## config.mk

```make
export PLATFORM = sky130hd
export DESIGN_NAME = ifbc_div
export DESIGN_NICKNAME = d
export VERILOG_FILES = /design/src/rtl/ifbc_pkg.sv /design/src/rtl/ifbc_div.sv
export SDC_FILE = /design/constraint.sdc
export NUM_CORES = 1
export LEC_CHECK = 0
export BUFFER_PORTS_ARGS = -buffer_cell sky130_fd_sc_hd__clkbuf_2
export CAP_MARGIN = 20
export CORE_MARGIN = 2
export CORE_UTILIZATION = 56
export DETAILED_ROUTE_END_ITERATION = 10
export GPL_TIMING_DRIVEN = 0
export PLACE_DENSITY = 0.76
export SYNTH_ARGS = -nofsm -noshare
export SYNTH_HDL_FRONTEND = slang
export SYNTH_SLANG_ARGS = --single-unit
```

## constraint.sdc

```tcl
create_clock -name clock -period 10.6 [get_ports clock]
set_input_delay 1.59 -clock clock [delete_from_list [all_inputs] [get_ports clock]]
set_output_delay 1.59 -clock clock [all_outputs]
set_load 0.01 [all_outputs]
```

## src/rtl/ifbc_pkg.sv

```systemverilog
package ifbc_pkg;

   // frame layout: seven big-endian words, bytes 0..12 buffered, byte 13 closes the frame
   localparam int FRAME_LAST_POS = 13;
   localparam int NUM_WORDS      = 7;
   localparam int NUM_AXES       = 6;
   localparam int WORD_W         = 16;
   localparam int BYTE_W         = 8;
   localparam int POS_W          = 4;
   localparam int AXIS_W         = 3;

   // calibration run
   localparam int SUM_W       = 24;
   localparam int FCNT_W      = 9;
   localparam int SKIP_FRAMES = 50;
   localparam int RUN_FRAMES  = 300;
   localparam int AVG_FRAMES  = 250;

   // divide by 250 as multiply by floor(2^32 / 250) plus one correction step
   localparam int RECIP_W     = 25;
   localparam int RECIP_SHIFT = 32;
   localparam int QUOT_W      = 16;
   localparam logic [RECIP_W-1:0] AVG_RECIP = 25'd17179869;

   // tuser bit positions on the request side
   localparam int USER_MODE_BIT  = 0;
   localparam int USER_FIRST_BIT = 1;

   typedef enum logic {
      CMD_FRAME = 1'b0,
      CMD_START = 1'b1
   } cmd_kind_type;

   typedef struct packed {
      cmd_kind_type                     kind;
      logic [NUM_WORDS-1:0][WORD_W-1:0] words;
   } cmd_type;

   typedef struct packed {
      logic done;
      logic applied;
   } rsp_user_type;

   typedef logic [NUM_AXES-1:0][SUM_W-1:0]  sums_type;
   typedef logic [NUM_AXES-1:0][WORD_W-1:0] biases_type;

   typedef struct packed {
      logic              busy;
      logic              wr_valid;
      logic [AXIS_W-1:0] wr_idx;
      logic [WORD_W-1:0] wr_bias;
   } div_status_type;

   // motion axis to word slot: temperature sits in slot 3
   function automatic logic [AXIS_W-1:0] axis_word(input logic [AXIS_W-1:0] axis);
      logic [AXIS_W-1:0] slot;
      slot = (axis < AXIS_W'(3)) ? axis : axis + AXIS_W'(1);
      return slot;
   endfunction

endpackage

```

## src/rtl/ifbc_div.sv

```systemverilog
module ifbc_div (
   input  logic                     clock,
   input  logic                     reset,
   input  logic                     start,
   input  ifbc_pkg::sums_type       sums,
   output ifbc_pkg::div_status_type status
);

   localparam int PROD_W = ifbc_pkg::SUM_W + ifbc_pkg::RECIP_W;

   logic                          issuing_ff, issuing_in;
   logic [ifbc_pkg::AXIS_W-1:0]   idx_ff, idx_in;
   logic                          v1_ff, v1_in, v2_ff, v2_in;
   logic [ifbc_pkg::AXIS_W-1:0]   tag1_ff, tag1_in, tag2_ff, tag2_in;
   logic [ifbc_pkg::SUM_W-1:0]    mag1_ff, mag1_in, mag2_ff, mag2_in;
   logic                          neg1_ff, neg1_in, neg2_ff, neg2_in;
   logic [ifbc_pkg::QUOT_W-1:0]   quot2_ff, quot2_in;
   logic [ifbc_pkg::SUM_W-1:0]    sel, rem;
   logic [PROD_W-1:0]             prod;
   logic [ifbc_pkg::QUOT_W-1:0]   quot_fix;

   always_comb begin
      // issue: pick one axis sum a cycle and take its magnitude
      sel     = sums[idx_ff];
      neg1_in = sel[ifbc_pkg::SUM_W-1];
      mag1_in = neg1_in ? (~sel + 1'b1) : sel;
      tag1_in = idx_ff;
      v1_in   = issuing_ff;

      issuing_in = issuing_ff;
      idx_in     = idx_ff;
      if (start) begin
         issuing_in = 1'b1;
         idx_in     = '0;
      end else if (issuing_ff) begin
         if (idx_ff == ifbc_pkg::AXIS_W'(ifbc_pkg::NUM_AXES - 1)) begin
            issuing_in = 1'b0;
         end
         idx_in = idx_ff + 1'b1;
      end

      // reciprocal multiply, quotient low by at most one
      prod     = PROD_W'(mag1_ff) * PROD_W'(ifbc_pkg::AVG_RECIP);
      quot2_in = prod[ifbc_pkg::RECIP_SHIFT +: ifbc_pkg::QUOT_W];
      mag2_in  = mag1_ff;
      neg2_in  = neg1_ff;
      tag2_in  = tag1_ff;
      v2_in    = v1_ff;

      // correction and sign restore, truncation toward zero
      rem      = mag2_ff - ifbc_pkg::SUM_W'(quot2_ff) *
                 ifbc_pkg::SUM_W'(ifbc_pkg::AVG_FRAMES);
      quot_fix = quot2_ff +
                 ifbc_pkg::QUOT_W'(rem >= ifbc_pkg::SUM_W'(ifbc_pkg::AVG_FRAMES));

      status.busy     = issuing_ff || v1_ff || v2_ff;
      status.wr_valid = v2_ff;
      status.wr_idx   = tag2_ff;
      status.wr_bias  = neg2_ff ? (~quot_fix + 1'b1) : quot_fix;
   end

   always_ff @(posedge clock) begin
      if (reset) begin
         issuing_ff <= 1'b0;
         idx_ff     <= '0;
         v1_ff      <= 1'b0;
         v2_ff      <= 1'b0;
      end else begin
         issuing_ff <= issuing_in;
         idx_ff     <= idx_in;
         v1_ff      <= v1_in;
         v2_ff      <= v2_in;
      end
   end

   always_ff @(posedge clock) begin
      tag1_ff  <= tag1_in;
      mag1_ff  <= mag1_in;
      neg1_ff  <= neg1_in;
      tag2_ff  <= tag2_in;
      mag2_ff  <= mag2_in;
      neg2_ff  <= neg2_in;
      quot2_ff <= quot2_in;
   end

endmodule

```

==> run_results.csv <==
group,metric,value,unit
timing,rsz0062_at_grt,"yes",
timing,slew_viol_final,0,
drt,wire_per_inst,17.6,um
drt,num_vias,12219,
global_route,grt_pass1_vias,13071,
place,gp_congestion,0.933,
place,io_buffers,167,
floorplanning,core.rowCount,61,
drt,drtAntennaViolNets,0,
global_route,grt-ovfl-total,0,
floorplanning,die_w,173,um
setup_path,worstSetupEndpointType,"output port",
drt,drtIter0Drc,619,
timing,fin_crit,10550,ps
synth,yosys_warnings,0,
clock_tree,cts_buffer_depth,2,
timing,worst_slack,46.3,ps
setup_path,r2r_slack,3270,ps
global_route,antenna_found_initial,1,
synth,syn_area_per_cell,9.63,sq um
setup_path,crit_fanout,4,
synth,synth_area_leaders,"fa_1 (29%), ha_1 (25%), dfxtp_1 (9.6%)",
synth,synthArstFlopShare,0,
setup_path,path_class,"flip-flop to output port",
drt,routed_wl,39.7,mm
synth,netlist_area,16000,sq um
setup_path,crit_start,"quot2_ff[6]",
clock_tree,clock_tree.root_cell,"clkbuf_16",
synth,ys_seq_area_frac,0.0962,
global_route,grt_pass1_wl,64.1,mm
timing,finalCritPeriodShare,0.996,
place,hpwl,33.9,mm
setup_path,path_common_cell,"fa_1",
synth,synth_top_cell_by_area,"fa_1",
synth,synth_nets,2364,
final_layout,syn_to_final_growth,13.3,%
drt,via_per_inst,5.43,
drt,first_pass_iters,5,
floorplanning,die-area,30000,sq um
setup_path,cp_slowest_cell,"fa_1",
timing,fin_skew,15.3,ps
clock_tree,hold_buffers,0,
timing,worst_slew_pin_slew,870,ps
clock_tree,cts_made_buffers,9,
min_path,hold_path_depth,0,
clock_tree,cts_tree,"yes",
floorplanning,fp.dieH,173,um
final_layout,fillers,2230,
final_layout,drive_gt1_frac,0.169,
final_layout,regArea,1570,sq um
setup_path,crit_path_max_incr_delay,560,ps
global_route,grt_usage,0.269,
timing,max_freq,0.0948,GHz
min_path,hold_path.class,"flip-flop to flip-flop",
global_route,grt_max_degree,16,
setup_path,cp_data_arrival_time,8960,ps
floorplanning,pin_count,168,
drt,drcViolationCount,0,
setup_path,crit_end,"status[15]",
synth,synth_top_area_share,0.286,
floorplanning,start_util,0.572,
setup_path,required,9010,ps
setup_path,crit_path_start_kind,"flip-flop",
clock_tree,cts-htree-levels,3,
final_layout,multi_input_area,13100,sq um
synth,synth.distinct_cells,58,
timing,setup_viol_count_final,0,
setup_path,r2r-start,"mag1_ff[8]",
place,pre_cts_ws,-1110,ps
run,max-cap-violations,0,
outcome,status,"finished clean",
final_layout,nNetsFinal,2566,
timing,slew_headroom,0.419,
timing,hold_viol,0,
floorplanning,core,28000,sq um
clock_tree,clock_sinks,77,
synth,syn_inst,1664,
synth,synth_edf_count,0,
setup_path,reg2reg_to,"quot2_ff[13]",
clock_tree,clkTransAtPathRegs,70,ps
synth,ys.flop_type,"dfxtp_1",
clock_tree,worstSkewPairLatency,360,ps
setup_path,r2r_cells,21,
synth,synth-seq-cells,77,
cells by family after synthesis:
group / after synthesis / share of synthesized area
xor+xnor: 96 / 0.0525
mux: 52 / 0.0513
buf+inv: 432 / 0.103
simple gates: 242 / 0.0754
fa+ha+maj: 553 / 0.539
compound gates: 212 / 0.0828
flops: 77 / 0.0962
sequential cells by signal, summed over array words and instances (netlist names):
| signal | flops |
|---|---|
| idx_ff | 3 |
| issuing_ff | 1 |
| mag1_ff | 24 |
| mag2_ff | 23 |
| neg1_ff | 1 |
| neg2_ff | 1 |
| quot2_ff | 16 |
| tag1_ff | 3 |
| tag2_ff | 3 |
| v1_ff | 1 |
| v2_ff | 1 |
worst max-delay path: cells and delay by family (launching register included):
kind | cells | cell delay [ps]
flops | 1 | 390
simple gates | 10 | 1970
buf+inv | 4 | 330
xor+xnor | 3 | 400
fa+ha+maj | 8 | 3060
compound gates | 13 | 2460
stage by stage:
step / util / setup TNS (ps) / hold WS (ps) / area [sq um] / cells
floorplan: - / 0 / 310 / 16000 / 1664
global placement: 0.619 / -6370 / 313 / 17300 / 2209
CTS: 0.638 / 0 / 339 / 17900 / 2237
finish: 0.649 / 0 / 339 / 18200 / 2250
global route: 0.649 / -1620 / 346 / 18200 / 2250
detailed placement: 0.619 / -8650 / 315 / 17300 / 2209
worst min-delay path by stage:
stage,to,from
3_3_place_gp,tag2_ff[1],tag1_ff[1]
3_5_place_dp,tag2_ff[1],tag1_ff[1]
6_report,tag2_ff[1],tag1_ff[1]
4_1_cts,tag2_ff[1],tag1_ff[1]
5_1_grt,tag2_ff[1],tag1_ff[1]
2_1_floorplan,neg2_ff,neg1_ff
synth_stat cells (all sizes together) (3+ instances only):
cell type and count:
xor2 36, a211oi 8, o22ai 3, and3 6, o31ai 4, nand3 24
a21o 18, a211o 3, fa 229, or3 12, mux2i 27, mux4 24
nor2 49, nand4 12, o211ai 8, a2111oi 7, xnor2 60, nor2b 9
or2 7, inv 408, nor3b 4, o21a 17, a221oi 3, o21ai 57
buf 10, a31oi 9, clkbuf 14, dfxtp 77, nor4b 3, nand2 68
ha 324, nand2b 13, nor3 26, a21oi 61, and4 4
per-layer routing:
metal  wire [um]  global-route usage  vias up
met2       19600               0.479      390
met5           0                   0        -
li1            -                   -     5823
met1       16400               0.334     5924
met4        1530              0.0975        0
met3        2160              0.0374       82
repair_timing:
item                       in CTS  in global routing
pin swaps                      20                 41
resized for setup              47                 54
buffers inserted               13                 15
setup endpoints to repair      15                 13
placed cells by master (no fill, tap or decap), types with 36 or more instances in the layout:
| cell | n |
|---|---|
| dfxtp_1 | 68 |
| ha_1 | 318 |
| nor2_1 | 46 |
| inv_1 | 399 |
| fa_1 | 228 |
| xor2_1 | 36 |
| nand2_1 | 65 |
| o21ai_0 | 40 |
| clkbuf_2 | 163 |
| a21oi_1 | 58 |
| xnor2_1 | 53 |
layout make-up:
class / instances / area share
diodes: 1 / 0.000138
plain buffers: 23 / 0.00640
clock buffers: 9 / 0.0124
clock inverters: 7 / 0.00427
inverters: 408 / 0.0853
multi-input cells: 1155 / 0.722
flip-flops and latches: 77 / 0.0864
well taps: 378 / 0.0260
repair buffers: 192 / 0.0570
Power is left out: the tool's default activity adds up to more than one toggle a clock period on the data nets, which glitch-free logic cannot reach.
