<file path="config.mk">
export PLATFORM = sky130hd
export DESIGN_NAME = ifbc_fifo
export DESIGN_NICKNAME = d
export VERILOG_FILES = /design/src/rtl/ifbc_fifo.sv
export SDC_FILE = /design/constraint.sdc
export NUM_CORES = 1
export LEC_CHECK = 0
export BUFFER_PORTS_ARGS = -buffer_cell sky130_fd_sc_hd__buf_2
export CAP_MARGIN = 40
export CORE_MARGIN = 2
export CORE_UTILIZATION = 45
export DETAILED_ROUTE_END_ITERATION = 16
export PLACE_DENSITY = 0.67
export SYNTH_ARGS = -nofsm -noshare
export SYNTH_HDL_FRONTEND = slang
export SYNTH_SLANG_ARGS = --single-unit
</file>
<file path="constraint.sdc">
create_clock -name clock -period 3.95 [get_ports clock]
set_clock_uncertainty 0.1 [all_clocks]
set_input_delay 0.79 -clock clock [delete_from_list [all_inputs] [get_ports clock]]
set_output_delay 0.79 -clock clock [all_outputs]
set_load 0.01 [all_outputs]
</file>
<file path="src/rtl/ifbc_fifo.sv">
module ifbc_fifo #(
   parameter int WIDTH = 113,
   parameter int DEPTH = 4
) (
   input  logic             clock,
   input  logic             reset,
   input  logic             push_valid,
   input  logic [WIDTH-1:0] push_data,
   output logic             full,
   input  logic             pop,
   output logic             pop_valid,
   output logic [WIDTH-1:0] pop_data
);

   localparam int PTR_W = $clog2(DEPTH);
   localparam int CNT_W = $clog2(DEPTH + 1);

   logic [WIDTH-1:0] mem_ff [DEPTH];
   logic [WIDTH-1:0] mem_in [DEPTH];
   logic [PTR_W-1:0] wr_ptr_ff, wr_ptr_in, rd_ptr_ff, rd_ptr_in;
   logic [CNT_W-1:0] count_ff, count_in;
   logic             do_push, do_pop;

   always_comb begin
      full      = (count_ff == CNT_W'(DEPTH));
      pop_valid = (count_ff != '0);
      pop_data  = mem_ff[rd_ptr_ff];
      do_push   = push_valid && !full;
      do_pop    = pop && pop_valid;

      mem_in    = mem_ff;
      wr_ptr_in = wr_ptr_ff;
      rd_ptr_in = rd_ptr_ff;
      if (do_push) begin
         mem_in[wr_ptr_ff] = push_data;
         wr_ptr_in = (wr_ptr_ff == PTR_W'(DEPTH - 1)) ? '0 : wr_ptr_ff + 1'b1;
      end
      if (do_pop) begin
         rd_ptr_in = (rd_ptr_ff == PTR_W'(DEPTH - 1)) ? '0 : rd_ptr_ff + 1'b1;
      end
      count_in = count_ff + CNT_W'(do_push) - CNT_W'(do_pop);
   end

   always_ff @(posedge clock) begin
      if (reset) begin
         wr_ptr_ff <= '0;
         rd_ptr_ff <= '0;
         count_ff  <= '0;
      end else begin
         wr_ptr_ff <= wr_ptr_in;
         rd_ptr_ff <= rd_ptr_in;
         count_ff  <= count_in;
      end
   end

   always_ff @(posedge clock) begin
      mem_ff <= mem_in;
   end

endmodule

</file>
==> flow_metrics.tcl, run 1 <==
set metrics [dict create \
    synth_edf_count 452 \
    worstPathCellList "buf_4 -> mux4_2 -> buf_2" \
    wl_per_cell_um 21.9 \
    antenna_found_initial 3 \
    fin_util_pct 54.6 \
    cts_hold_buf 0 \
    ys_seq_elements 459 \
    io_buffers 231 \
    fin_crit_sh_pct 83.3 \
    crit_fanout 29 \
    worst_skew_pair.late_latency_ns 0.55 \
    die_h_um 197 \
    grt_start_max_net_pins 114 \
    rows 70 \
    area.growth.synth_to_final_pct 19.5 \
    crit_family "flip-flops" \
    post_synth.cell_area_avg_sq_um 26.2 \
    drc_errors 0 \
    cts_root_buf "clkbuf_16" \
    ir_worst_vdd_mv 0.456 \
    synth_most_common_cell "edfxtp_1" \
    hold_class "primary input to flip-flop" \
    yosysUniqueCellTypes 26 \
    synth_commonest_cells "edfxtp_1, mux4_2, buf_2" \
    max_cap_viol_count 0 \
    required_ns 3.06 \
    hold_viol 0 \
    netlist_area_sq_um 16700 \
    design.core.area_sq_um 36600 \
    tns_ns 0 \
    cts.clk_slew.worst_paths_ns 0.06 \
    relSlewSlack_pct 45.1 \
    boundaryPins 232 \
    tritoncts "built" \
    synthMuxAreaShare_pct 15.3 \
    start_util_pct 45.7 \
    crit_buf_inv 2 \
    synth_cells 639 \
    synth.area.top_cells "edfxtp_1, mux4_2, dfxtp_1" \
    grt_pass1_wl_um 47400 \
    routed_via_density 5.31 \
    ant_nets 0 \
    cts.repair.resized 0 \
    synth-async-reset-ratio_pct 0 \
    synth_xor_area_share_pct 0.105 \
    synthAdderAreaFrac_pct 0.643 \
    routed_wl_um 30900 \
    setup_viol 0 \
    drt_iter0_drc 422 \
    fin_crit_ns 3.29 \
    nNetsFinal 1030 \
    dieArea_sq_um 38700 \
    drtPass1Iterations 4 \
    grt_pass1_vias 7962 \
    synth_compound_area_share_pct 0.224 \
    synth_ff_type "edfxtp_1" \
    cts_buffers 46 \
    cts_setup_buffers 0 \
    p_leak_nw 6.68 \
    slowest_delay_ns 0.78 \
    tightest_slew_ns 0.823 \
    netlist.area_leader.share_pct 81.1 \
    crit_path_end_kind "primary output" \
    ys_seq_area_share_pct 82.0 \
    clockBufferDepth 3 \
    vias 7502 \
    track_usage_pct 16.4 \
    start_kind "flip-flop" \
    yosysTopAreaCell "edfxtp_1" \
    worstPathArrival_ns 2.40 \
    synth-simple-area-share_pct 0.561 \
    syn-num-nets 764 \
    yosys_warnings 0 \
    p_per_area_nw_per_um2 634 \
    path_class "flip-flop to primary output" \
    htreeDepth 2 \
    hpwl_um 18000 \
    die_x_um 197 \
    status "finished, final reports clean" \
    overflow 0 \
    maxSlewViolCount 0 \
    clock_sinks 459 \
    crit_path_top_delay_cell "dfxtp_4" \
    synth_top_family_by_area "multiplexers" \
    rsz0062_at_grt "no" \
    fmax_ghz 0.304 \
    place.gp.congestion 0.718 \
    drive_above_1_share_pct 45.5 \
]
-- flip-flops by register name, summed over array words and instances, names as in the netlist --
| name | count |
|---|---|
| mem_ff | 452 |
| count_ff | 3 |
| rd_ptr_ff | 2 |
| wr_ptr_ff | 2 |
-- worst reg2reg max path: stages (launching register included) --
cell	delay (ns)
dfxtp_1	0.35
or3b_1	0.54
and2_4	0.23
inv_1	0.05
ha_1	0.12
inv_1	0.04
ha_1	0.18
fa_1	0.40
xnor2_1	0.21
xnor2_1	0.15
nor2_1	0.06
-- worst paths after layout --
kind,from,to,slack (ns),cells past startpoint
worst min-delay path,push_data[11],mem_ff[237]$_DFFE_PP_,0.34,1
worst min register to register,count_ff[2]$_SDFF_PP0_,count_ff[2]$_SDFF_PP0_,0.48,2
worst max register to register,count_ff[1]$_SDFF_PP0_,count_ff[2]$_SDFF_PP0_,1.40,10
worst max-delay path,rd_ptr_ff[0]$_SDFFE_PP0P_,pop_data[37],0.66,3
-- cells in the final DEF (no fill, tap or decap), types with 2 or more instances in the layout --
cell type  Yosys  routed
nor2_1         2       2
clkinv_2       0       9
nor2b_1        2       2
dfxtp_1        7       5
edfxtp_1     452     452
a21oi_1        2       2
dfxtp_4        0       2
or3_1          2       2
inv_1          8       8
clkinv_4       0       2
ha_1           7       7
clkbuf_16      0      49
bufinv_16      0       3
diode_2        0       4
buf_2         14     231
mux4_2       113     113
nand3_1        2       2
buf_4          1       7
xnor2_1        2       2
and3_4         0       4
buf_12         0       7
clkinv_1       0      12
clkbuf_1       4      10
-- layout make-up --
| type | instances | area (sq um) |
|---|---|---|
| diodes | 4 | 10.0 |
| clock buffers | 59 | 1260 |
| clock inverters | 26 | 198 |
| fillers | 2774 | 16600 |
| inverters | 8 | 30.0 |
| multi-input cells | 145 | 2830 |
| flip-flops and latches | 459 | 13700 |
| well taps | 468 | 586 |
| repair buffers | 245 | 1350 |
-- stage by stage --
stage	instances	setup WS, ns	hold slack, ns	area (sq um)	total power [mW]
floorplan	639	1.21	0.411	16700	7.69
finish	1414	0.659	0.343	20000	12.7
detailed placement	1325	1.14	0.459	18500	8.68
global placement	1325	1.15	0.436	18500	8.64
CTS	1410	0.522	0.299	20000	12.9
global route	1410	0.463	0.325	20000	13.2
-- report_power, final --
part / internal, mW / total (mW) / switching, mW
Clock: 2.45 / 4.16 / 1.71
Combinational: 1.17 / 2.43 / 1.26
Sequential: 5.89 / 6.07 / 0.180
Total: 9.51 / 12.7 / 3.15
-- routing by layer --
| metal | global-route usage (%) | part of all wire [%] | routed length [um] | up-vias |
|---|---|---|---|---|
| met4 | 5.26 | 1.8 | 571 | 4 |
| met5 | 0 | 0.087 | 27 | - |
| met2 | 25.7 | 48 | 14800 | 207 |
| met3 | 4.69 | 7.3 | 2250 | 51 |
| met1 | 22.3 | 43 | 13300 | 3949 |
| li1 | - | - | - | 3291 |
-- cell families (layout without fill, tap and decap cells) --
group                      Yosys count  count (layout)
adders and majority gates            8               8
xor gates and xnor gates             2               2
buffers and inverters               35             338
other                                0               4
AOI/OAI and AO/OA                    5               5
muxes                              114             114
and+or+nand+nor                     16              16
DFF                                459             459
(Power assumes the default switching activity.)
==> inputs of run 2 (changes only) <==
Settings changed: PLACE_DENSITY 0.67 to unset.
Clock period 3.95 ns to 3.2 ns, I/O delays scaled along.
==> run 2 against run 1 <==
Register-to-register slack lost 0.71 ns. Sequential power increased by 23%. Critical path depth is the same. Design area rose by 0.33%. First-iteration DRC count is 20% lower. Largest cell class unchanged.
==> flow_metrics.tcl, run 2 (same netlist as run 1, synthesis figures left out) <==
set metrics [dict create \
    tns_ns 0 \
    fmax_ghz 0.334 \
    antenna_found_initial 9 \
    tightest_slew_ns 0.592 \
    p_leak_nw 6.69 \
    rsz0062_at_grt "no" \
    drt_iter0_drc 339 \
    slowest_delay_ns 0.56 \
    die_x_um 197 \
    cts_buffers 48 \
    setup_viol 0 \
    grt_start_max_net_pins 61 \
    relSlewSlack_pct 60.5 \
    clockBufferDepth 3 \
    place_inst 1331 \
    boundaryPins 232 \
    routed_via_density 5.26 \
    start_kind "flip-flop" \
    crit_cells 3 \
    crit_family "multiplexers" \
    start_util_pct 45.7 \
    worstPathCellList "buf_12 -> mux4_2 -> buf_2" \
    hold_viol 0 \
    cts_setup_buffers 0 \
    crit_path_end "pop_data[83]" \
    htreeDepth 2 \
    maxSlewViolCount 0 \
    grt_pass1_vias 7714 \
    area.growth.synth_to_final_pct 19.9 \
    hold_class "primary input to flip-flop" \
    rows 70 \
    die_h_um 197 \
    crit_fanout 43 \
    drive_above_1_share_pct 46.1 \
    track_usage_pct 16.2 \
    design.core.area_sq_um 36600 \
    drc_errors 0 \
    regMostFlops "mem_ff" \
    p_per_area_nw_per_um2 772 \
    drtPass1Iterations 4 \
    path_class "flip-flop to primary output" \
    routed_wl_um 30900 \
    reg2reg_depth 10 \
    wl_per_cell_um 21.8 \
    cts.repair.resized 0 \
    power_mw 15.5 \
    final_common_cell "edfxtp_1" \
    nNetsFinal 1038 \
    grt_pass1_wl_um 46700 \
    top_regs "mem_ff x452, count_ff x3" \
    clock_sinks 459 \
    crit_buf_inv 2 \
    largest_reg_flops 452 \
    timing.rr.start "count_ff[2]$_SDFF_PP0_" \
    reg2reg_to "count_ff[2]$_SDFF_PP0_" \
    required_ns 2.46 \
    hpwl_um 19000 \
    ir_worst_vdd_mv 0.490 \
    worstPathArrival_ns 2.25 \
    status "finished, final reports clean" \
    ant_nets 0 \
    crit_path_top_delay_cell "mux4_2" \
    detailedPlace.worstSlack_ns 0.669 \
    overflow 0 \
    cts_root_buf "clkbuf_16" \
    regToRegSetupSlack_ns 0.69 \
    worst_skew_pair.late_latency_ns 0.56 \
    crit_path_end_kind "primary output" \
    io_buffers 231 \
    fin_crit_sh_pct 93.4 \
    fin_crit_ns 2.99 \
    dieArea_sq_um 38700 \
    mostFrequentLayoutCells "edfxtp_1, buf_2, mux4_2, clkbuf_16, buf_12" \
    max_cap_viol_count 0 \
    critPathLaunch "rd_ptr_ff[0]$_SDFFE_PP0P_" \
    cts_hold_buf 0 \
    vias 7444 \
    cts.clk_slew.worst_paths_ns 0.06 \
    tritoncts "built" \
    fin_cells 1416 \
    place.gp.congestion 0.696 \
    fin_ws_ns 0.210 \
]
run 2: changes by cell type in the layout (fill, tap and decap cells not counted), moves of 2 or more:
| cell | delta |
|---|---|
| buf_12 | +7 |
| clkinv_1 | -4 |
| bufinv_16 | -3 |
| clkbuf_8 | +3 |
| clkinvlp_4 | +3 |
| clkinv_4 | -2 |
run 2: how the worst min path moves through the flow:
| stage | from | to | slack [ns] | depth (start not counted) |
|---|---|---|---|---|
| final | push_data[39] | mem_ff[378]$_DFFE_PP_ | 0.18 | 1 |
| after global routing | push_data[20] | mem_ff[20]$_DFFE_PP_ | 0.16 | 1 |
| after CTS | push_data[39] | mem_ff[378]$_DFFE_PP_ | 0.14 | 1 |
| after detailed placement | wr_ptr_ff[0]$_SDFFE_PP0P_ | wr_ptr_ff[0]$_SDFFE_PP0P_ | 0.49 | 2 |
| after global placement | count_ff[2]$_SDFF_PP0_ | count_ff[2]$_SDFF_PP0_ | 0.45 | 2 |
| after floorplan | count_ff[2]$_SDFF_PP0_ | count_ff[2]$_SDFF_PP0_ | 0.41 | 2 |
run 2: power by group:
group          switching, mW  internal [mW]
registers              0.184           7.26
clock network           2.13           2.81
logic                   1.61           1.49
run 2: cell type report:
cell class / instances / area [sq um]
clock buffer: 61 / 1280
sequential: 459 / 13700
multi-input combinational: 145 / 2830
antenna: 3 / 7.51
fill: 2798 / 16600
clock inverter: 21 / 118
timing repair buffer: 251 / 1480
inverter: 8 / 30.0
tap: 468 / 586
run 2: per-stage QoR:
step	instance area (sq um)	hold slack, ns	utilization [%]
CTS	20000	0.144	54.8
detailed placement	18600	0.487	50.9
floorplan	16700	0.411	-
finish	20100	0.182	54.8
global route	20100	0.161	54.8
global placement	18600	0.447	50.9
run 2: routing by layer:
layer / track usage (%) / part of all wire, %
met2: 25.9 / 49
met3: 4.71 / 6.9
met1: 21.4 / 42
met4: 6.10 / 1.9
met5: 0 / 0.26
==> inputs of run 3 (changes only) <==
Settings changed: ABC_AREA set to 1.
==> run 3 against run 2 <==
Via count up 35%. Flip-flop and latch count unchanged. Highest routed layer unchanged. Sequential power up 1%.
==> flow_metrics.tcl, run 3 <==
set metrics [dict create \
    maxSlewViolCount 0 \
    cts_root_buf "clkbuf_16" \
    nNetsFinal 1512 \
    ir_worst_vdd_mv 0.511 \
    rows 71 \
    max_cap_viol_count 0 \
    vias 10075 \
    netlist_area_sq_um 17100 \
    ant_nets 0 \
    top_regs "mem_ff x452, count_ff x3" \
    place.gp.congestion 0.738 \
    p_per_area_nw_per_um2 840 \
    synth_most_common_cell "edfxtp_1" \
    track_usage_pct 18.8 \
    yosysUniqueCellTypes 23 \
    fillers 3111 \
    design.core.area_sq_um 37600 \
    antenna_found_initial 12 \
    die_h_um 199 \
    synth_edf_count 452 \
    yosys_warnings 0 \
    crit_fanout 82 \
    htreeDepth 2 \
    largest_reg_flops 452 \
    hpwl_um 20400 \
    synth_cells 1157 \
    dieArea_sq_um 39600 \
    post_synth.cell_area_avg_sq_um 14.8 \
    hold_viol 0 \
    cts_hold_buf 0 \
    synth_ff_type "edfxtp_1" \
    worst_skew_pair.late_latency_ns 0.56 \
    drt_iter0_drc 543 \
    required_ns 2.46 \
    start_util_pct 45.6 \
    drtPass1Iterations 8 \
    grt_pass1_vias 10054 \
    yosysTopAreaCell "edfxtp_1" \
    die_x_um 199 \
    wl_per_cell_um 19.1 \
    synth.area.top_cells "edfxtp_1, o21ai_0, nor2_1" \
    ys_seq_area_share_pct 80.1 \
    detailedPlace.worstSlack_ns 0.770 \
    overflow 0 \
    drive_above_1_share_pct 23.0 \
    fin_cells 1934 \
    hold_class "primary input to flip-flop" \
    cts.repair.resized 0 \
    boundaryPins 232 \
    drc_errors 0 \
    synth-async-reset-ratio_pct 0 \
    place_inst 1849 \
    grt_start_max_net_pins 147 \
    setup_viol 0 \
    syn-num-nets 1282 \
    tritoncts "built" \
    netlist.area_leader.share_pct 79.3 \
    clockBufferDepth 3 \
    io_buffers 231 \
    final_common_cell "edfxtp_1" \
    cts_setup_buffers 0 \
    path_class "flip-flop to primary output" \
    worstPathArrival_ns 2.22 \
    regMostFlops "mem_ff" \
    start_kind "flip-flop" \
    p_leak_nw 7.08 \
    fmax_ghz 0.338 \
    fin_crit_sh_pct 92.5 \
    ys_seq_elements 459 \
    synth_commonest_cells "edfxtp_1, nor2_1, o21ai_0" \
    rsz0062_at_grt "no" \
    clock_sinks 459 \
    fin_crit_ns 2.96 \
    relSlewSlack_pct 46.6 \
    cts_buffers 47 \
    routed_via_density 5.21 \
    status "finished, final reports clean" \
    area.growth.synth_to_final_pct 18.9 \
    mostFrequentLayoutCells "edfxtp_1, nor2_1, buf_2, o21ai_0, o22ai_1" \
    routed_wl_um 37000 \
    tightest_slew_ns 0.802 \
    fin_ws_ns 0.240 \
    cts.clk_slew.worst_paths_ns 0.06 \
    grt_pass1_wl_um 56500 \
    crit_path_end_kind "primary output" \
]
==> run 3: cell count changes after synthesis, moves of 3 or more <==
cell	previous run	this run
and3_1	4	0
buf_2	14	36
clkbuf_1	4	21
clkbuf_2	1	4
inv_1	8	15
mux4_2	113	0
nand2_1	1	11
nor2_1	2	242
o21ai_0	0	200
o21ai_1	0	26
o22ai_1	0	113
==> run 3: where the power goes <==
group | internal [mW] | switching (mW)
sequential | 7.36 | 0.190
combinational | 1.49 | 2.94
clock | 3.01 | 2.11
==> run 3: worst max-delay path, stage by stage (launching register included) <==
cell and delay, ns:
dfxtp_4 0.38, buf_4 0.63, o21ai_0 0.22, o22ai_1 0.22
buf_2 0.16
==> run 3: metrics by stage <==
step                total power, mW  hold slack, ns  TNS, ns  util, %  instance area (sq um)
global placement               12.2           0.439        0     50.3                  18900
CTS                            17.3           0.130        0     54.1                  20300
floorplan                      10.3           0.402  -503.02        -                  17100
global route                   18.0           0.145        0     54.2                  20400
finish                         17.1           0.167        0     54.2                  20400
detailed placement             12.2           0.437        0     50.3                  18900
==> run 3: per-layer routing <==
layer	part of all wire, %	global-route usage [%]	vias to the layer above
met5	0.16	0	-
met4	2.1	5.56	10
met3	7.5	6.09	65
met2	48	31.0	230
met1	43	23.8	4948
li1	-	-	4822
==> run 3: kinds of logic (layout without fill, tap and decap cells) <==
| group | count (synthesis) | after routing | synth area share, % |
|---|---|---|---|
| compound gates | 341 | 341 | 10.8 |
| other cells | 0 | 7 | 0 |
| fa+ha+maj | 8 | 8 | 0.628 |
| buf+inv | 91 | 350 | 2.75 |
| flops | 459 | 459 | 80.1 |
| simple gates | 257 | 257 | 5.71 |
| xor+xnor | 1 | 1 | 0.0512 |
==> run 3: area by class of cell <==
cell class	instances	area [sq um]	area share (%)
Clock inverter	19	165	0.811
Antenna cell	7	17.5	0.0860
Clock buffer	59	1260	6.21
Multi-Input combinational cell	607	2970	14.6
Timing Repair Buffer	255	1510	7.42
Inverter	17	70.1	0.344
Tap cell	511	639	3.14
Sequential cell	459	13700	67.4
==> run 3: worst paths after layout <==
path | from | end | slack (ns) | depth (start not counted)
min | reset | count_ff[1]$_SDFF_PP0_ | 0.17 | 2
max | rd_ptr_ff[0]$_SDFFE_PP0P_ | pop_data[98] | 0.24 | 4
max reg2reg | count_ff[1]$_SDFF_PP0_ | count_ff[2]$_SDFF_PP0_ | 0.91 | 10
min reg2reg | wr_ptr_ff[1]$_SDFFE_PP0P_ | wr_ptr_ff[1]$_SDFFE_PP0P_ | 0.45 | 2
