<file path="src/rtl/ifbc_pkg.sv">
package ifbc_pkg;

   // frame layout: seven big-endian words, bytes 0..12 buffered, byte 13 closes the frame
   localparam int FRAME_LAST_POS = 13;
   localparam int NUM_WORDS      = 7;
   localparam int NUM_AXES       = 6;
   localparam int WORD_W         = 16;
   localparam int BYTE_W         = 8;
   localparam int POS_W          = 4;
   localparam int AXIS_W         = 3;

   // calibration run
   localparam int SUM_W       = 24;
   localparam int FCNT_W      = 9;
   localparam int SKIP_FRAMES = 50;
   localparam int RUN_FRAMES  = 300;
   localparam int AVG_FRAMES  = 250;

   // divide by 250 as multiply by floor(2^32 / 250) plus one correction step
   localparam int RECIP_W     = 25;
   localparam int RECIP_SHIFT = 32;
   localparam int QUOT_W      = 16;
   localparam logic [RECIP_W-1:0] AVG_RECIP = 25'd17179869;

   // tuser bit positions on the request side
   localparam int USER_MODE_BIT  = 0;
   localparam int USER_FIRST_BIT = 1;

   typedef enum logic {
      CMD_FRAME = 1'b0,
      CMD_START = 1'b1
   } cmd_kind_type;

   typedef struct packed {
      cmd_kind_type                     kind;
      logic [NUM_WORDS-1:0][WORD_W-1:0] words;
   } cmd_type;

   typedef struct packed {
      logic done;
      logic applied;
   } rsp_user_type;

   typedef logic [NUM_AXES-1:0][SUM_W-1:0]  sums_type;
   typedef logic [NUM_AXES-1:0][WORD_W-1:0] biases_type;

   typedef struct packed {
      logic              busy;
      logic              wr_valid;
      logic [AXIS_W-1:0] wr_idx;
      logic [WORD_W-1:0] wr_bias;
   } div_status_type;

   // motion axis to word slot: temperature sits in slot 3
   function automatic logic [AXIS_W-1:0] axis_word(input logic [AXIS_W-1:0] axis);
      logic [AXIS_W-1:0] slot;
      slot = (axis < AXIS_W'(3)) ? axis : axis + AXIS_W'(1);
      return slot;
   endfunction

endpackage

</file>
<file path="src/rtl/ifbc_front.sv">
module ifbc_front (
   input  logic                 clock,
   input  logic                 reset,
   input  logic                 req_tvalid,
   output logic                 req_tready,
   input  logic [7:0]           req_tdata,
   input  logic [1:0]           req_tuser,
   output logic                 push_valid,
   output ifbc_pkg::cmd_type    push_cmd,
   input  logic                 queue_full
);

   logic [ifbc_pkg::POS_W-1:0]  pos_ff, pos_in, pos_eff;
   logic [ifbc_pkg::BYTE_W-1:0] frame_bytes_ff [ifbc_pkg::FRAME_LAST_POS];
   logic [ifbc_pkg::BYTE_W-1:0] frame_bytes_in [ifbc_pkg::FRAME_LAST_POS];
   logic                        accept, is_start, frame_end;

   always_comb begin
      req_tready = !queue_full;
      accept     = req_tvalid && req_tready;
      is_start   = req_tuser[ifbc_pkg::USER_MODE_BIT];
      pos_eff    = req_tuser[ifbc_pkg::USER_FIRST_BIT] ? '0 : pos_ff;
      frame_end  = (pos_eff >= ifbc_pkg::POS_W'(ifbc_pkg::FRAME_LAST_POS));

      pos_in         = pos_ff;
      frame_bytes_in = frame_bytes_ff;
      if (accept && !is_start) begin
         if (frame_end) begin
            pos_in = '0;
         end else begin
            frame_bytes_in[pos_eff] = req_tdata;
            pos_in                  = pos_eff + 1'b1;
         end
      end

      push_valid    = accept && (is_start || frame_end);
      push_cmd.kind = is_start ? ifbc_pkg::CMD_START : ifbc_pkg::CMD_FRAME;
      for (int w = 0; w < ifbc_pkg::NUM_WORDS - 1; w++) begin
         push_cmd.words[w] = {frame_bytes_ff[2*w], frame_bytes_ff[2*w+1]};
      end
      push_cmd.words[ifbc_pkg::NUM_WORDS-1] =
         {frame_bytes_ff[ifbc_pkg::FRAME_LAST_POS-1], req_tdata};
   end

   always_ff @(posedge clock) begin
      if (reset) begin
         pos_ff <= '0;
      end else begin
         pos_ff <= pos_in;
      end
   end

   always_ff @(posedge clock) begin
      frame_bytes_ff <= frame_bytes_in;
   end

endmodule

</file>
<file path="config.mk">
export PLATFORM = sky130hd
export DESIGN_NAME = ifbc_front
export DESIGN_NICKNAME = d
export VERILOG_FILES = /design/src/rtl/ifbc_pkg.sv /design/src/rtl/ifbc_front.sv
export SDC_FILE = /design/constraint.sdc
export NUM_CORES = 1
export LEC_CHECK = 0
export BUFFER_PORTS_ARGS = -buffer_cell sky130_fd_sc_hd__buf_2
export CAP_MARGIN = 10
export CORE_MARGIN = 10
export CORE_UTILIZATION = 45
export CTS_CLUSTER_DIAMETER = 120
export CTS_CLUSTER_SIZE = 25
export DETAILED_ROUTE_END_ITERATION = 7
export GPL_TIMING_DRIVEN = 0
export PLACE_DENSITY = 0.83
export SYNTH_ARGS = -nofsm -noshare
export SYNTH_HDL_FRONTEND = slang
export SYNTH_SLANG_ARGS = --single-unit
</file>
<file path="constraint.sdc">
create_clock -name clock -period 4.4 [get_ports clock]
set_input_delay 1.1 -clock clock [delete_from_list [all_inputs] [get_ports clock]]
set_output_delay 1.1 -clock clock [all_outputs]
set_load 0.005 [all_outputs]
</file>
==> summary.txt, run 1 <==
Status
  • Status: finished clean

Clocking
  • Hold_buf cts: 0
  • Worst-path clk slew: 90 ps
  • Clock sinks: between 100 and 150
  • Clock tree buffer depth: 2
  • Clk Latency, worst-skew pair: 360 ps
  • Setup repair bufs after CTS: 0
  • CTS Buf Count: 9
  • H-tree depth: 3
  • Root Driver: clkbuf_8
  • CTS tree: built
  • Post-cts resize count: 0

Synth
  • Async SR Flop Fraction: 0
  • Synth warn: 0
  • Syn Area/Cell: approximately 21 sq um
  • Yosys top cell area share: 0.862
  • Net Count, Synth: around 190
  • Post-synth top area cell: edfxtp_1
  • Syn Std Cell Area: around 3600 sq um
  • #FFs+latches synth: between 100 and 150
  • Register area share after synthesis: 0.884
  • Main synth FF type: edfxtp_1
  • Top post-synthesis cells by area: edfxtp_1, dfxtp_1, buf_4
  • Synth Instances: 172
  • Post-synth EDFFs: 104
  • Count of different cell masters after synthesis: 31

Setup path
  • Worst-path cell chain: buf_2 > clkbuf_1 > nand2b_1 > ha_1 > nor2_1 > nor3_1 > o211a_1 > buf_2
  • Most common cell type on the critical path: buf_2
  • Crit Path Max Fanout: 10
  • Crit-path max cell delay: 400 ps
  • Worst EP arrival: 2720 ps
  • CP max-delay cell: clkbuf_1
  • Crit. End Element: output pin
  • CP startpoint kind: input port
  • WS Path Type: input port to output pin
  • Critical Path RT: 3300 ps

Timing
  • RSZ-0062 raised after global routing: false
  • Max Clock Freq: 262 MHz
  • Final WS setup: 578 ps
  • Worst slew margin: 0.368
  • Fin crit share: 0.869
  • Worst Max-Slew Pin Slew: 940 ps
  • Setup Viol. Count Final: 0
  • Tmin final: 3820 ps
  • Final Hold Fails: 0
  • Setup tns final: 0 ps
  • Slew Viols, Final: 0
  • Hold_ws: 522 ps
  • Skew final: 13.5 ps

Floorplanning
  • Die Y: 110 microns
  • Die Wd: 110 microns
  • Total Die Area: 12,000 sq um
  • Site Rows: 32
  • IO Pins: 129
  • Starting Density: 0.466
  • Core footprint: 7770 sq um

Cells and area
  • Antenna diodes: 0
  • P&R area growth vs syn: 28.2%
  • # fillers: about 630
  • Most frequent cells in the layout: buf_2, edfxtp_1, buf_4
  • Commonest non-fill, non-tap cell in the layout: buf_2
  • Nets@finish: about 330
  • Layout cells sized above 1: 0.506

Routing
  • Wirelength per Cell: 20.0 microns
  • Post-route ant nets: 0
  • WL final: 8400 microns
  • Via count: roughly 2k
  • Initial DRT Pass Iterations: 4
  • Via density per instance: 4.75
  • DRC violations left: 0
  • Drt initial violations: 82

Pwr
  • Max VDD drop: around 0.17 mV
  • Power density over the cells: 392 nW/um^2
  • Leakage: 0.00176 uW

Global routing
  • Total track usage: 0.140
  • Vias in the first global route: ~2.1k
  • Largest net degree at the start of global routing: 18
  • Global-route wire length before repair: 12,400 microns
  • Antenna violations before repair: 0
  • Remaining global-route overflow: 0

Hold path
  • HP Class: flip-flop to flip-flop

Place
  • HPWL after detailed placement: 5950 microns
  • Post-Place Worst Slack: 590 ps
  • IO buf count: 128
  • Placer Congestion: 0.862

Run
  • Max-Cap Viols: 0
path summary, 6_finish.rpt:
path | cells after the start | slack [ps] | start | to
worst max-delay path | 8 | 580 | req_tuser[1] | push_valid
worst min-delay path | 2 | 520 | pos_ff[0] | pos_ff[0]
worst max register to register | 4 | 2140 | pos_ff[0] | push_cmd[32]
worst min register to register | 2 | 520 | pos_ff[0] | pos_ff[0]
power breakdown:
part | internal (uW) | total (uW) | switching [uW] | leakage [uW]
clock network | 321 | 636 | 315 | 0.000108
logic | 17.7 | 53.4 | 35.7 | 0.000680
registers | 1130 | 1130 | 1.08 | 0.000968
metrics by stage:
| step | util | instances | area [sq um] | total power (uW) |
|---|---|---|---|---|
| 2_1_floorplan | - | 172 | 3620 | 1170 |
| 3_3_place_gp | 0.565 | 402 | 4390 | 1200 |
| 6_report | 0.598 | 420 | 4640 | 1820 |
| 4_1_cts | 0.598 | 420 | 4640 | 1830 |
| 3_5_place_dp | 0.570 | 404 | 4430 | 1210 |
| 5_1_grt | 0.598 | 420 | 4640 | 1890 |
cell type report:
| type | count | area [sq um] | share of cell area |
|---|---|---|---|
| Multi-Input combinational cell | 45 | 324 | 0.0698 |
| Clock inverter | 6 | 86.3 | 0.0186 |
| Tap cell | 102 | 128 | 0.0275 |
| Timing Repair Buffer | 130 | 659 | 0.142 |
| Clock buffer | 10 | 128 | 0.0275 |
| Inverter | 7 | 26.3 | 0.00566 |
| Sequential cell | 108 | 3200 | 0.690 |
| Buffer | 12 | 87.6 | 0.0189 |
cell families (layout without fill, tap and decap cells):
logic type	Yosys count	count (layout)	share of synthesized area
flip-flops	108	108	0.884
adder cells (fa/ha/maj)	2	2	0.00691
AND/OR/NAND/NOR	29	29	0.0497
AO/OA/AOI/OAI	14	14	0.0276
buffers and inverters	19	165	0.0314
state kept, by name, summed over array words and instances (netlist names):
register and flops:
pos_ff 4, push_cmd 104
routing by layer:
layer | up-vias | part of all wire | global-route usage
li1 | 937 | - | -
met1 | 950 | 0.38 | 0.163
met2 | 96 | 0.49 | 0.228
met3 | 11 | 0.12 | 0.0579
met4 | 0 | 0.015 | 0.0493
met5 | - | 0 | 0
Yosys cell counts, types with 2 or more instances:
cell type / instances
a21oi_1: 4
and2_1: 2
buf_4: 9
dfxtp_1: 4
edfxtp_1: 104
ha_1: 2
inv_1: 7
nand2_1: 4
nand2b_1: 2
nand3b_1: 2
nor2_1: 7
nor4_1: 4
o21ai_0: 2
o311ai_0: 2
critical path: cells and delay by family:
family / cells / cell delay (ps)
compound gates: 1 / 170
fa+ha+maj: 1 / 260
buf+inv: 3 / 680
simple gates: 3 / 510
Note: power is estimated with default switching activity, not from simulation.
==> run 2, diff against run 1 <==
--- a/config.mk
+++ b/config.mk
@@ -8,12 +8,12 @@
 export BUFFER_PORTS_ARGS = -buffer_cell sky130_fd_sc_hd__buf_2
 export CAP_MARGIN = 10
 export CORE_MARGIN = 10
-export CORE_UTILIZATION = 45
+export CORE_UTILIZATION = 52
 export CTS_CLUSTER_DIAMETER = 120
 export CTS_CLUSTER_SIZE = 25
 export DETAILED_ROUTE_END_ITERATION = 7
 export GPL_TIMING_DRIVEN = 0
-export PLACE_DENSITY = 0.83
+export PLACE_DENSITY = 0.93
 export SYNTH_ARGS = -nofsm -noshare
 export SYNTH_HDL_FRONTEND = slang
 export SYNTH_SLANG_ARGS = --single-unit
==> summary.txt, run 2 (synthesis gave the netlist of run 1 again) <==
Routing
  • Drt initial violations: 71
  • Initial DRT Pass Iterations: 4
  • WL final: 8020 microns
  • Post-route ant nets: 0
  • DRC violations left: 0
  • Via density per instance: between 4 and 5
  • Via count: 2,019
  • Wirelength per Cell: roughly 19 microns

Setup path
  • Worst reg2reg path endpoint: push_cmd[33]
  • WS Path Type: input port to output pin
  • CP startpoint kind: input port
  • Critical Path RT: 3300 ps
  • CP max-delay cell: ha_1
  • Crit. End Element: output pin
  • Reg2reg path depth: 5
  • Crit Path Max Fanout: 10
  • Crit-path max cell delay: 250 ps
  • R2r setup slk: 2040 ps
  • Worst EP arrival: 2630 ps
  • Worst-path cell chain: buf_2 > clkbuf_1 > nand2b_1 > ha_1 > nor2_1 > nor3_1 > o211a_1 > buf_2
  • Reg-to-Reg Start: pos_ff[0]
  • Most common cell type on the critical path: buf_2

Timing
  • Tmin final: 3730 ps
  • Skew final: 14.5 ps
  • Setup Viol. Count Final: 0
  • Worst slew margin: 0.309
  • Setup tns final: 0 ps
  • Fin crit share: 0.847
  • Worst Max-Slew Pin Slew: about 1000 ps
  • Final Hold Fails: 0
  • RSZ-0062 raised after global routing: false
  • Final WS setup: 672 ps
  • Slew Viols, Final: 0
  • Max Clock Freq: 268 MHz

Floorplanning
  • Starting Density: 0.533
  • Site Rows: 30
  • Core footprint: 6790 sq um
  • Die Y: 103 microns
  • Total Die Area: 10,700 sq um
  • IO Pins: 129
  • Die Wd: 103 microns

Global routing
  • Global-route wire length before repair: between 10,000 and 15,000 microns
  • Antenna violations before repair: 0
  • Total track usage: 0.145
  • Remaining global-route overflow: 0
  • Largest net degree at the start of global routing: 19
  • Vias in the first global route: about 2.1k

Clocking
  • Hold_buf cts: 0
  • H-tree depth: 3
  • Clk Latency, worst-skew pair: 360 ps
  • CTS tree: built
  • Clock tree buffer depth: 2
  • CTS Buf Count: 9
  • Root Driver: clkbuf_8
  • Post-cts resize count: 0
  • Clock sinks: 108
  • Setup repair bufs after CTS: 0
  • Worst-path clk slew: 90 ps

Cells and area
  • # fillers: 455
  • Layout cells sized above 1: 0.508
  • Antenna diodes: 0
  • Max reg flops: approximately 100
  • Multi-input combinational cell area: 324 sq um
  • Nets@finish: 328
  • Most frequent cells in the layout: buf_2, edfxtp_1, buf_4, clkbuf_8
  • Storage cell area: 3200 sq um
  • Commonest non-fill, non-tap cell in the layout: buf_2
  • P&R area growth vs syn: 27.9%

Place
  • Post-Place Worst Slack: between 600 and 700 ps
  • IO buf count: 128
  • Placer Congestion: roughly 0.95
  • HPWL after detailed placement: between 5000 and 6000 microns

Pwr
  • Max VDD drop: 0.287 mV
  • Power density over the cells: 394 nW/um^2
  • Leakage: roughly 0.0018 uW

Run
  • Max-Cap Viols: 0

Hold path
  • Hold_sp: pos_ff[0]
  • Hold Path Depth: 2
  • Hold path endpoint: pos_ff[0]
  • HP Class: flip-flop to flip-flop

Status
  • Status: finished clean
run 2: cell count changes in the layout (fill, tap and decap cells not counted), sizes merged:
cell / previous run / this run
clkinv: 3 / 0
inv: 8 / 10
buf: 140 / 139
clkinvlp: 0 / 1
run 2: where the power goes:
group / leakage (uW) / internal (uW) / switching, uW / total [uW]
clock network: 0.000108 / 327 / 321 / 648
logic: 0.000674 / 17.6 / 33.6 / 51.3
registers: 0.000968 / 1130 / 1.09 / 1130
total: 0.00175 / 1470 / 356 / 1830
run 2: final cells by class:
type,instances,share of cell area
clock inverter,6,0.0202
inverter,7,0.00567
clock buffer,10,0.0275
timing repair buffer,129,0.141
sequential,108,0.691
buffer,12,0.0189
tap,96,0.0259
multi-input combinational,45,0.0699
run 2: worst max path at each step:
stage                      start           end  cells past startpoint
detailed placement  req_tuser[1]    push_valid                      8
global route        req_tuser[1]    push_valid                      8
global placement    req_tuser[1]  push_cmd[46]                      7
CTS                 req_tuser[1]    push_valid                      8
finish              req_tuser[1]    push_valid                      8
floorplan           req_tuser[1]    push_valid                      6
run 2: per-stage QoR:
stage | std cells | instance area [sq um] | utilization | total power (uW) | hold WS [ps]
2_1_floorplan | 172 | 3620 | - | 1170 | 465
3_3_place_gp | 396 | 4380 | 0.645 | 1200 | 490
3_5_place_dp | 397 | 4410 | 0.650 | 1200 | 498
4_1_cts | 413 | 4630 | 0.682 | 1840 | 512
5_1_grt | 413 | 4630 | 0.682 | 1880 | 537
6_report | 413 | 4630 | 0.682 | 1830 | 515
run 2: critical path, delay by kind of cell:
family          cells  cell delay (ps)
buf+inv             3              500
fa+ha+maj           1              250
simple gates        3              550
compound gates      1              220
run 2: layer usage:
metal  track usage  up-vias  part of all wire
met3        0.0498        6             0.083
met5             0        -                 0
li1              -      933                 -
met4        0.0364        0            0.0071
met2         0.262       98              0.52
met1         0.160      982              0.39
==> run 3, diff against run 2 <==
--- a/config.mk
+++ b/config.mk
@@ -5,15 +5,16 @@
 export SDC_FILE = /design/constraint.sdc
 export NUM_CORES = 1
 export LEC_CHECK = 0
+export ABC_AREA = 1
 export BUFFER_PORTS_ARGS = -buffer_cell sky130_fd_sc_hd__buf_2
 export CAP_MARGIN = 10
 export CORE_MARGIN = 10
-export CORE_UTILIZATION = 52
+export CORE_UTILIZATION = 49
 export CTS_CLUSTER_DIAMETER = 120
 export CTS_CLUSTER_SIZE = 25
 export DETAILED_ROUTE_END_ITERATION = 7
 export GPL_TIMING_DRIVEN = 0
-export PLACE_DENSITY = 0.93
+export PLACE_DENSITY = 0.89
 export SYNTH_ARGS = -nofsm -noshare
 export SYNTH_HDL_FRONTEND = slang
 export SYNTH_SLANG_ARGS = --single-unit
==> constraint.sdc (replaced) <==
create_clock -name clock -period 3.6 [get_ports clock]
set_input_delay 0.9 -clock clock [delete_from_list [all_inputs] [get_ports clock]]
set_output_delay 0.9 -clock clock [all_outputs]
set_load 0.005 [all_outputs]
==> summary.txt, run 3 <==
Status
  • Status: finished clean

Synth
  • Async SR Flop Fraction: 0
  • Synth warn: 0
  • Synth top cells by count: edfxtp_1, nand2_1, buf_4
  • Register area share after synthesis: 0.876
  • Count of different cell masters after synthesis: 20
  • Main synth FF type: edfxtp_1
  • Post-synth top area cell: edfxtp_1
  • Syn Std Cell Area: around 3700 sq um
  • Syn Area/Cell: 20.0 sq um
  • Synth Instances: 183
  • Post-synth EDFFs: 104
  • Most common cell in the netlist: edfxtp_1
  • Net Count, Synth: 199
  • Yosys top cell area share: 0.855
  • Top post-synthesis cells by area: edfxtp_1, dfxtp_1, buf_4
  • #FFs+latches synth: 108

Clocking
  • Post-cts resize count: 0
  • Root Driver: clkbuf_8
  • CTS tree: built
  • Hold_buf cts: 0
  • H-tree depth: 3
  • Clock sinks: between 100 and 150
  • Clk Latency, worst-skew pair: 360 ps
  • CTS Buf Count: 9
  • Worst-path clk slew: 90 ps
  • Clock tree buffer depth: 2
  • Setup repair bufs after CTS: 0

Routing
  • Via density per instance: 4.61
  • Drt initial violations: 85
  • Via count: between 1.5k and 2k
  • DRC violations left: 0
  • Wirelength per Cell: 18.9 microns
  • WL final: 8060 microns
  • Post-route ant nets: 0
  • Initial DRT Pass Iterations: 4

Cells and area
  • # fillers: 538
  • Most frequent cells in the layout: buf_2, edfxtp_1, nand2_1
  • P&R area growth vs syn: 27.0%
  • Layout cells sized above 1: 0.524
  • Antenna diodes: 0
  • Commonest non-fill, non-tap cell in the layout: buf_2
  • Finished Layout Cells: roughly 430
  • Max reg flops: 104
  • Nets@finish: 339

Timing
  • Worst Max-Slew Pin Slew: 1160 ps
  • Setup Viol. Count Final: 0
  • Max Clock Freq: approximately 340 MHz
  • Worst slew margin: 0.218
  • RSZ-0062 raised after global routing: false
  • Fin crit share: 0.828
  • Tmin final: 2980 ps
  • Setup tns final: 0 ps
  • Slew Viols, Final: 0
  • Hold_ws: 514 ps
  • Skew final: 10.2 ps
  • Final Hold Fails: 0

Pwr
  • Leakage: 0.00185 uW
  • Total Power: roughly 2200 uW
  • Power density over the cells: about 470 nW/um^2
  • Max VDD drop: around 0.32 mV

Floorplanning
  • Die Y: roughly 110 microns
  • Core footprint: 7250 sq um
  • Die Wd: ~110 microns
  • Starting Density: 0.504
  • Total Die Area: 11,300 sq um
  • IO Pins: 129
  • Site Rows: 31

Global routing
  • Vias in the first global route: 2,058
  • Antenna violations before repair: 0
  • Total track usage: 0.140
  • Global-route wire length before repair: 11,900 microns
  • Largest net degree at the start of global routing: 21
  • Remaining global-route overflow: 0

Run
  • Max-Cap Viols: 0

Setup path
  • WS Path Type: input port to output pin
  • CP startpoint kind: input port
  • Crit Path Max Fanout: 6
  • Crit. End Element: output pin
  • Worst EP arrival: 2080 ps
  • Critical Path RT: approximately 2700 ps

Place
  • Cell count after placement: 410
  • IO buf count: 128
  • HPWL after detailed placement: 5740 microns
  • Placer Congestion: just over 0.8

Hold path
  • HP Class: flip-flop to flip-flop
==> run 3: cell types whose count changed in the layout (fill, tap and decap cells not counted), moves of 3 or more <==
cell,previous run,this run
nand2_1,4,16
nor3_1,1,8
nand2_4,0,5
inv_2,0,4
nor4_2,3,0
==> run 3: report_power, final <==
part | switching (uW) | internal [uW]
combinational | 41.8 | 20.5
sequential | 1.34 | 1380
clock | 414 | 341
total | 457 | 1740
==> run 3: area by class of cell <==
cell class / instances / area [sq um] / share of cell area
plain buffers: 9 / 67.6 / 0.0146
clock buffers: 9 / 124 / 0.0267
clock inverters: 7 / 92.6 / 0.0199
inverters: 15 / 57.6 / 0.0124
multi-input cells: 51 / 327 / 0.0703
flip-flops and latches: 108 / 3200 / 0.690
well taps: 99 / 124 / 0.0267
repair buffers: 129 / 648 / 0.140
==> run 3: worst max-delay path, stage by stage <==
cell and delay (ps):
buf_2 100, inv_2 140, nand2_1 170, inv_1 90, ha_1 160, clkinv_2 100, nand2_4 110, nand2_4 70
a21oi_1 120, buf_2 130
==> run 3: cells by family after synthesis <==
family / after synthesis / share of synthesized area
flops: 108 / 0.876
simple gates: 44 / 0.0726
buf+inv: 24 / 0.0342
compound gates: 5 / 0.00993
fa+ha+maj: 2 / 0.00685
==> run 3: path summary, 6_finish.rpt <==
check / from / endpoint / slack (ps) / cells after the start
hold reg to reg: pos_ff[0] / pos_ff[0] / 510 / 2
setup reg to reg: pos_ff[0] / push_cmd[31] / 1220 / 8
setup / recovery: req_tuser[1] / push_valid / 620 / 10
hold / removal: pos_ff[0] / pos_ff[0] / 510 / 2
==> run 3: per-layer routing <==
layer  wire length [microns]  track usage  vias up
li1                        -            -      943
met1                    3090        0.152      938
met2                    4090        0.240       81
met3                     785       0.0682        8
met4                      91       0.0329        0
met5                       0            0        -
==> run 3: through the flow <==
stage	setup slack, ps	utilization	instance area, sq um
2_1_floorplan	955	-	3650
3_3_place_gp	528	0.609	4420
3_5_place_dp	447	0.609	4420
4_1_cts	612	0.639	4640
5_1_grt	462	0.640	4640
6_report	619	0.640	4640
